## config.mk

```make
export PLATFORM = sky130hd
export DESIGN_NAME = boost_voltage_window_regulator_flat
export DESIGN_NICKNAME = d
export VERILOG_FILES = /design/src/sv/bvwr_pkg.sv /design/src/sv/bvwr_if.sv /design/src/sv/boost_voltage_window_regulator.sv /design/src/flat_wrapper.sv
export SDC_FILE = /design/constraint.sdc
export NUM_CORES = 1
export LEC_CHECK = 0
export ABC_AREA = 1
export BUFFER_PORTS_ARGS = -buffer_cell sky130_fd_sc_hd__clkbuf_2
export CAP_MARGIN = 20
export CORE_MARGIN = 2
export CORE_UTILIZATION = 48
export DETAILED_ROUTE_END_ITERATION = 7
export PLACE_DENSITY = 0.74
export SETUP_SLACK_MARGIN = 0.4
export SLEW_MARGIN = 5
export SYNTH_ARGS = -nofsm -noshare
export SYNTH_HDL_FRONTEND = slang
export SYNTH_SLANG_ARGS = --single-unit
```

## constraint.sdc

```tcl
create_clock -name clk_i -period 17.4 [get_ports clk_i]
set_clock_uncertainty 0.15 [all_clocks]
set_input_delay 0.87 -clock clk_i [delete_from_list [all_inputs] [get_ports clk_i]]
set_output_delay 0.87 -clock clk_i [all_outputs]
set_load 0.1 [all_outputs]
```

## src/sv/bvwr_pkg.sv

```systemverilog
package bvwr_pkg;

  // Configuration register indexes
  typedef enum logic [2:0] {
    REG_TOLERANCE      = 3'd0,
    REG_DUTY_TOP       = 3'd1,
    REG_VOLTAGE_MIN    = 3'd2,
    REG_VOLTAGE_MAX    = 3'd3,
    REG_HOLDOFF_RELOAD = 3'd4
  } bvwr_reg_e;

  typedef enum logic [1:0] {
    LAMP_LOW  = 2'd0,
    LAMP_OK   = 2'd1,
    LAMP_HIGH = 2'd2
  } bvwr_lamp_e;

  localparam logic [4:0] TOLERANCE_RST      = 5'd2;
  localparam logic [7:0] DUTY_TOP_RST       = 8'd255;
  localparam logic [7:0] VOLTAGE_MIN_RST    = 8'd20;
  localparam logic [7:0] VOLTAGE_MAX_RST    = 8'd240;
  localparam logic [4:0] HOLDOFF_RELOAD_RST = 5'd20;

  localparam logic [7:0] SET_VOLTAGE_RST = 8'd60;
  localparam logic [4:0] HOLDOFF_RST     = 5'd10;
  localparam logic [7:0] DUTY_LEVEL_RST  = 8'd1;

  // floor(x/197) = (x * ceil(2^26/197)) >> 26, exact for x below 392449
  localparam logic [18:0] RECIP_197   = 19'd340655;
  localparam int unsigned RECIP_SHIFT = 26;

  localparam logic [10:0] CODE_SPAN = 11'd1024;
  localparam logic [9:0]  CODE_MAX  = 10'd1023;

endpackage

```

## src/sv/bvwr_if.sv

```systemverilog
interface bvwr_in_if;
  logic       valid;
  logic       ready;
  logic [9:0] adc_sample;
  logic       down_pressed;
  logic       up_pressed;

  modport source (output valid, output adc_sample, output down_pressed, output up_pressed,
                  input ready);
  modport sink (input valid, input adc_sample, input down_pressed, input up_pressed,
                output ready);
endinterface

interface bvwr_out_if;
  logic       valid;
  logic       ready;
  logic [7:0] duty;
  logic [1:0] lamp;
  logic [7:0] set_voltage_out;
  logic [9:0] target_code;

  modport source (output valid, output duty, output lamp, output set_voltage_out,
                  output target_code, input ready);
  modport sink (input valid, input duty, input lamp, input set_voltage_out,
                input target_code, output ready);
endinterface

interface bvwr_cfg_if;
  logic       valid;
  logic       ready;
  logic [2:0] index;
  logic [7:0] data;

  modport source (output valid, output index, output data, input ready);
  modport sink (input valid, input index, input data, output ready);
endinterface

```

## src/sv/boost_voltage_window_regulator.sv

```systemverilog
// An input transfer passes through the input register and then the result register before
// its result can be transferred. Throughput: one item per cycle while the output is not
// stalled; the set voltage, hold-off and duty update in one pass through the button logic,
// the reciprocal multiply for the target and the window compare.
// Reset (rst_ni low, asynchronous): both stages empty, configuration and state take
// their documented reset values. No clearing pass is needed.
module boost_voltage_window_regulator
  import bvwr_pkg::*;
(
  input  logic         clk_i,
  input  logic         rst_ni,
  bvwr_in_if.sink      in_i,
  bvwr_out_if.source   out_o,
  bvwr_cfg_if.sink     cfg_i
);

  logic [4:0] tolerance_q;
  logic [7:0] duty_top_q;
  logic [7:0] voltage_min_q;
  logic [7:0] voltage_max_q;
  logic [4:0] holdoff_reload_q;

  logic [7:0] set_voltage_q, set_voltage_d;
  logic [4:0] down_hold_q, down_hold_d;
  logic [4:0] up_hold_q, up_hold_d;
  logic [7:0] duty_q, duty_d;

  logic       in_valid_q;
  logic [9:0] adc_q;
  logic       down_q;
  logic       up_q;

  logic       out_valid_q;
  logic [7:0] out_duty_q;
  logic [1:0] out_lamp_q;
  logic [7:0] out_volt_q;
  logic [9:0] out_code_q;

  logic        advance;
  logic [7:0]  volt_mid;
  logic [17:0] volt_x800;
  logic [36:0] recip_prod;
  logic [10:0] quot;
  logic [10:0] code_lim;
  logic [10:0] target;
  logic signed [12:0] win_lo;
  logic [11:0] win_hi;
  logic [1:0]  lamp_d;
  logic [9:0]  code_d;

  assign advance     = in_valid_q && (!out_valid_q || out_o.ready);
  assign in_i.ready  = !in_valid_q || !out_valid_q || out_o.ready;
  assign cfg_i.ready = 1'b1;

  // Configuration
  always_ff @(posedge clk_i or negedge rst_ni) begin
    if (!rst_ni) begin
      tolerance_q      <= TOLERANCE_RST;
      duty_top_q       <= DUTY_TOP_RST;
      voltage_min_q    <= VOLTAGE_MIN_RST;
      voltage_max_q    <= VOLTAGE_MAX_RST;
      holdoff_reload_q <= HOLDOFF_RELOAD_RST;
    end else if (cfg_i.valid) begin
      case (cfg_i.index)
        REG_TOLERANCE:      tolerance_q      <= cfg_i.data[4:0];
        REG_DUTY_TOP:       duty_top_q       <= cfg_i.data;
        REG_VOLTAGE_MIN:    voltage_min_q    <= cfg_i.data;
        REG_VOLTAGE_MAX:    voltage_max_q    <= cfg_i.data;
        REG_HOLDOFF_RELOAD: holdoff_reload_q <= cfg_i.data[4:0];
        default: ;
      endcase
    end
  end

  // Input register
  always_ff @(posedge clk_i or negedge rst_ni) begin
    if (!rst_ni) begin
      in_valid_q <= 1'b0;
    end else if (in_i.ready) begin
      in_valid_q <= in_i.valid;
    end
  end

  always_ff @(posedge clk_i) begin
    if (in_i.valid && in_i.ready) begin
      adc_q  <= in_i.adc_sample;
      down_q <= in_i.down_pressed;
      up_q   <= in_i.up_pressed;
    end
  end

  always_comb begin
    down_hold_d = down_hold_q;
    up_hold_d   = up_hold_q;
    volt_mid    = set_voltage_q;

    // Down button first, then up on the updated voltage
    if (down_q) begin
      if (down_hold_q == 5'd0 && set_voltage_q > voltage_min_q) begin
        down_hold_d = holdoff_reload_q;
        volt_mid    = set_voltage_q - 8'd1;
      end
    end else if (down_hold_q != 5'd0) begin
      down_hold_d = down_hold_q - 5'd1;
    end

    set_voltage_d = volt_mid;
    if (up_q) begin
      if (up_hold_q == 5'd0 && volt_mid < voltage_max_q) begin
        up_hold_d     = holdoff_reload_q;
        set_voltage_d = volt_mid + 8'd1;
      end
    end else if (up_hold_q != 5'd0) begin
      up_hold_d = up_hold_q - 5'd1;
    end

    // voltage * 800 as shifted adds, then divide by 197 via reciprocal
    volt_x800  = {1'b0, set_voltage_d, 9'd0} + {2'b0, set_voltage_d, 8'd0}
               + {5'b0, set_voltage_d, 5'd0};
    recip_prod = {19'd0, volt_x800} * {18'd0, RECIP_197};
    quot       = recip_prod[RECIP_SHIFT +: 11];
    code_lim   = CODE_SPAN - {6'd0, tolerance_q};
    target     = (quot >= code_lim) ? code_lim : quot;
    code_d     = (target > {1'b0, CODE_MAX}) ? CODE_MAX : target[9:0];

    win_lo = $signed({2'b0, target}) - $signed({8'd0, tolerance_q});
    win_hi = {1'b0, target} + {7'd0, tolerance_q};

    duty_d = duty_q;
    if ($signed({3'b0, adc_q}) < win_lo) begin
      lamp_d = LAMP_LOW;
      if ({2'b0, duty_q} + 10'd2 < {2'b0, duty_top_q}) begin
        duty_d = duty_q + 8'd1;
      end
    end else if ({2'b0, adc_q} <= win_hi) begin
      lamp_d = LAMP_OK;
    end else begin
      lamp_d = LAMP_HIGH;
      if (duty_q > 8'd1) begin
        duty_d = duty_q - 8'd1;
      end
    end
  end

  // State and result valid
  always_ff @(posedge clk_i or negedge rst_ni) begin
    if (!rst_ni) begin
      set_voltage_q <= SET_VOLTAGE_RST;
      down_hold_q   <= HOLDOFF_RST;
      up_hold_q     <= HOLDOFF_RST;
      duty_q        <= DUTY_LEVEL_RST;
      out_valid_q   <= 1'b0;
    end else begin
      if (advance) begin
        set_voltage_q <= set_voltage_d;
        down_hold_q   <= down_hold_d;
        up_hold_q     <= up_hold_d;
        duty_q        <= duty_d;
        out_valid_q   <= 1'b1;
      end else if (out_o.ready) begin
        out_valid_q <= 1'b0;
      end
    end
  end

  always_ff @(posedge clk_i) begin
    if (advance) begin
      out_duty_q <= duty_d;
      out_lamp_q <= lamp_d;
      out_volt_q <= set_voltage_d;
      out_code_q <= code_d;
    end
  end

  assign out_o.valid           = out_valid_q;
  assign out_o.duty            = out_duty_q;
  assign out_o.lamp            = out_lamp_q;
  assign out_o.set_voltage_out = out_volt_q;
  assign out_o.target_code     = out_code_q;

endmodule

```

## src/flat_wrapper.sv

```systemverilog
// flat-port wrapper written by rule: the top's interface ports become plain ports
module boost_voltage_window_regulator_flat import bvwr_pkg::*;
  (clk_i, rst_ni, in_i_valid, in_i_adc_sample, in_i_down_pressed, in_i_up_pressed, in_i_ready, out_o_valid, out_o_duty, out_o_lamp, out_o_set_voltage_out, out_o_target_code, out_o_ready, cfg_i_valid, cfg_i_index, cfg_i_data, cfg_i_ready);
  bvwr_in_if in_i_i ();
  bvwr_out_if out_o_i ();
  bvwr_cfg_if cfg_i_i ();
  input  logic clk_i;
  input  logic rst_ni;
  input wire logic [$bits(in_i_i.valid)-1:0] in_i_valid;
  input wire logic [$bits(in_i_i.adc_sample)-1:0] in_i_adc_sample;
  input wire logic [$bits(in_i_i.down_pressed)-1:0] in_i_down_pressed;
  input wire logic [$bits(in_i_i.up_pressed)-1:0] in_i_up_pressed;
  output wire logic [$bits(in_i_i.ready)-1:0] in_i_ready;
  output wire logic [$bits(out_o_i.valid)-1:0] out_o_valid;
  output wire logic [$bits(out_o_i.duty)-1:0] out_o_duty;
  output wire logic [$bits(out_o_i.lamp)-1:0] out_o_lamp;
  output wire logic [$bits(out_o_i.set_voltage_out)-1:0] out_o_set_voltage_out;
  output wire logic [$bits(out_o_i.target_code)-1:0] out_o_target_code;
  input wire logic [$bits(out_o_i.ready)-1:0] out_o_ready;
  input wire logic [$bits(cfg_i_i.valid)-1:0] cfg_i_valid;
  input wire logic [$bits(cfg_i_i.index)-1:0] cfg_i_index;
  input wire logic [$bits(cfg_i_i.data)-1:0] cfg_i_data;
  output wire logic [$bits(cfg_i_i.ready)-1:0] cfg_i_ready;
  assign in_i_i.valid = in_i_valid;
  assign in_i_i.adc_sample = in_i_adc_sample;
  assign in_i_i.down_pressed = in_i_down_pressed;
  assign in_i_i.up_pressed = in_i_up_pressed;
  assign in_i_ready = in_i_i.ready;
  assign out_o_valid = out_o_i.valid;
  assign out_o_duty = out_o_i.duty;
  assign out_o_lamp = out_o_i.lamp;
  assign out_o_set_voltage_out = out_o_i.set_voltage_out;
  assign out_o_target_code = out_o_i.target_code;
  assign out_o_i.ready = out_o_ready;
  assign cfg_i_i.valid = cfg_i_valid;
  assign cfg_i_i.index = cfg_i_index;
  assign cfg_i_i.data = cfg_i_data;
  assign cfg_i_ready = cfg_i_i.ready;
  boost_voltage_window_regulator u_core (.clk_i(clk_i), .rst_ni(rst_ni), .in_i(in_i_i), .out_o(out_o_i), .cfg_i(cfg_i_i));
endmodule
```

==> qor.txt <==
Outcome = finished clean
Setup TNS = 0 ps
CTS clk-pin slew, worst paths = 70 ps
Critical Path Stages = 77
Crit path kind = reg -> reg
Mux cell area share after synthesis = 0%
Grt met3 use = 1.96%
GR Util met2 = 37.8%
Detail Placement HPWL = 23.2 mm
Die Ht = 163 um
Hold Path Class = reg -> reg
Total CTS buffers = 9
Final setup viols = 0
DRC = 0
DRT Wirelength = 28.2 mm
Mapped Area = 0.0122 mm2
Final Non-Filler Cells = 1869
Worst reg2reg setup slack = 1540 ps
Initial core utilization = 48.7%
Worst path top cell family by delay = adder cells
Worst rel slew slack = 27.2%
Yosys reg bits = 102
Cells after DPL = 1845
Layout cell share with drive strength beyond 1 = 12.4%
PortBufs = 57
Worst hold slack = 323 ps
Initial antenna violation count = 0
Grt met1 use = 29.9%
Vias per inst = 5.27
Worst Setup End Kind = flip-flop
Core area = 0.0250 mm2
CP startpoint kind = flip-flop
Mapped Cells = 1465
First-pass GRT wire length = 47.4 mm
Buf+Inv Stages, Crit Path = 12
Largest net degree at the start of global routing = 63
YS warnings = 0
CP max stage cell = fa_1
Busiest grt layer = met2
Req. time, crit path = 17550 ps
Syn_nets = 1793
Standard-cell row count = 58
DR iter-0 viols = 689
Gr usage total = 22.2%
Vias in the first global route = 9844
Max FO, Critical Path = 10
Clock root buffer master = clkbuf_16
Drt wl/cell = 15.1 um
Max Buffers Root-to-Sink = 2
Number of nets with antenna violations after routing = 0
Synth async-reset ratio = 60.8%
Place WS = 476 ps
Post-route clock period utilization = 91.1%
WHS Endpoint = u_core.out_o.valid$_DFFE_PN0P_
GRT overflow = 0
Max-cap viol count = 0
Final hold violations = 0
Worst skew pair latency = 360 ps
CTS H-Tree Depth = 3
Largest family of logic cells by synthesized area = adder cells
Syn_area_per_cell = 8.31 um2
R2r worst-path depth = 77
DRT Pass-1 Iters = 5
Post-synth top flop = edfxtp_1
RSZ-0062 raised after global routing = no
Nets = 1862
CTS tree = done
Hold path cells = 2
Post-route minimum period = 15860 ps
Number of synthesized flops with an enable pin = 40
Synth Area in Compound Gates = 9.29%
Syn-to-layout area delta = 9.28%
Final WS setup = 1540 ps
Post-synthesis xor/xnor area fraction = 3.60%
Reg-to-Reg End = u_core.duty_q[2]$_DFFE_PN0P_
Diode count = 0
Max Slew Vio Count = 0
Synth Area in Simple Gates = 19.4%
Via count = 9850
Commonest non-fill, non-tap cells in the layout = nand2_1 (293), inv_1 (268), ha_1 (218)
Die area = 0.0267 mm2
GPL Wtd Cong = 0.929
Worst R2R Start = u_core.voltage_min_q[2]$_DFFE_PN1P_
Critical path arrival = 16010 ps
Clock sink count = 102
Adder-Cell Fraction of Synth Area = 35.9%
Slew @ Worst Pin = 1090 ps
Achievable frequency = 0.0631 GHz
Largest stage delay, worst path = 550 ps
Die X-Extent = 163 um
I/O pin count = 59
Hold path start = u_core.in_valid_q$_DFFE_PN0N_
Register area share after synthesis = 22.9%
Commonest non-fill, non-tap cell in the layout = nand2_1
Yosys cell types = 52
CP dominant cell by count = nand2_1
## routing by layer
metal / vias up / part of all wire [%]
met5: - / 0
met4: 0 / 2.4
met3: 42 / 3.1
met2: 187 / 49
met1: 4737 / 46
li1: 4884 / -
## Yosys cell counts (2+ instances only)
cell | instances | area (um2)
a211oi_1 | 2 | 15.0
o21bai_1 | 8 | 60.1
nand3_1 | 38 | 190
o21ai_0 | 88 | 440
o21a_1 | 4 | 30.0
xor2_1 | 42 | 368
a21o_1 | 4 | 30.0
nand4_2 | 2 | 25.0
xnor2_1 | 8 | 70.1
edfxtp_1 | 40 | 1200
nand3_4 | 4 | 70.1
fa_1 | 82 | 1640
o221ai_1 | 3 | 26.3
nor2_1 | 81 | 304
dfrtp_1 | 36 | 901
nor4_1 | 5 | 31.3
nor2_2 | 7 | 43.8
ha_1 | 218 | 2730
a21oi_1 | 69 | 345
inv_1 | 270 | 1010
o31ai_1 | 2 | 15.0
nand2_4 | 5 | 56.3
a221oi_1 | 2 | 17.5
nand2_1 | 293 | 1100
or2_2 | 8 | 50.1
nand3b_1 | 3 | 22.5
a31oi_1 | 8 | 50.1
o211ai_1 | 4 | 30.0
nand4_1 | 22 | 138
dfstp_2 | 26 | 683
and2_1 | 2 | 12.5
nor3_1 | 14 | 70.1
nand3_2 | 2 | 20.0
clkbuf_1 | 12 | 45.0
nand2_2 | 32 | 200
clkinv_1 | 3 | 11.3
## flip-flops by register name, summed over array words and instances (netlist names), 8 cells and up
register                      count
u_core.voltage_max_q              8
u_core.duty_q                     8
u_core.duty_top_q                 8
u_core.voltage_min_q              8
u_core.out_o.duty                 8
u_core.adc_q                     10
u_core.set_voltage_q              8
u_core.out_o.target_code         10
u_core.out_o.set_voltage_out      8
## per-stage QoR
step / area [um2] / util, %
final: 13300 / 53.2
after CTS: 13200 / 52.6
after global routing: 13300 / 53.2
after global placement: 12900 / 51.4
after floorplan: 12200 / -
after detailed placement: 12900 / 51.4
## worst min-delay path, stage by stage, from the launching register on
cell     delay, ps
dfrtp_1        340
inv_1           50
nand2_1         50
## how the worst max path moves through the flow
stage | startpoint | to
6_report | u_core.voltage_min_q[2]$_DFFE_PN1P_ | u_core.duty_q[2]$_DFFE_PN0P_
5_1_grt | u_core.voltage_min_q[2]$_DFFE_PN1P_ | u_core.duty_q[6]$_DFFE_PN0P_
4_1_cts | u_core.voltage_min_q[2]$_DFFE_PN1P_ | u_core.out_o.duty[0]$_DFFE_PP_
3_5_place_dp | u_core.voltage_min_q[2]$_DFFE_PN1P_ | u_core.out_o.duty[0]$_DFFE_PP_
3_3_place_gp | u_core.voltage_min_q[2]$_DFFE_PN1P_ | u_core.out_o.duty[1]$_DFFE_PP_
2_1_floorplan | u_core.voltage_min_q[2]$_DFFE_PN1P_ | u_core.out_o.duty[6]$_DFFE_PP_
## kinds of logic (layout without fill, tap and decap cells)
group,count (synthesis),after routing
other cells,1,1
flops,102,102
compound gates,202,203
xor+xnor,50,50
buf+inv,289,362
simple gates,521,521
fa+ha+maj,300,300
## final cells by class
type                    count  area (um2)
well taps                 330         413
multi-input cells        1075        8400
flip-flops and latches    102        2790
inverters                 275        1040
clock buffers              10         239
clock inverters             6        50.0
fillers                  2341       11700
repair buffers             71         390
## repair_timing
item,4_1_cts,5_1_grt
gates resized for setup,1,16
buffers inserted,0,7
endpoints found under the setup margin,5,18
hold buffers,0,0
pin swaps,0,1
cloned,0,1
Power is left out: the tool's default activity adds up to more than one toggle a clock period on the data nets, which glitch-free logic cannot reach.
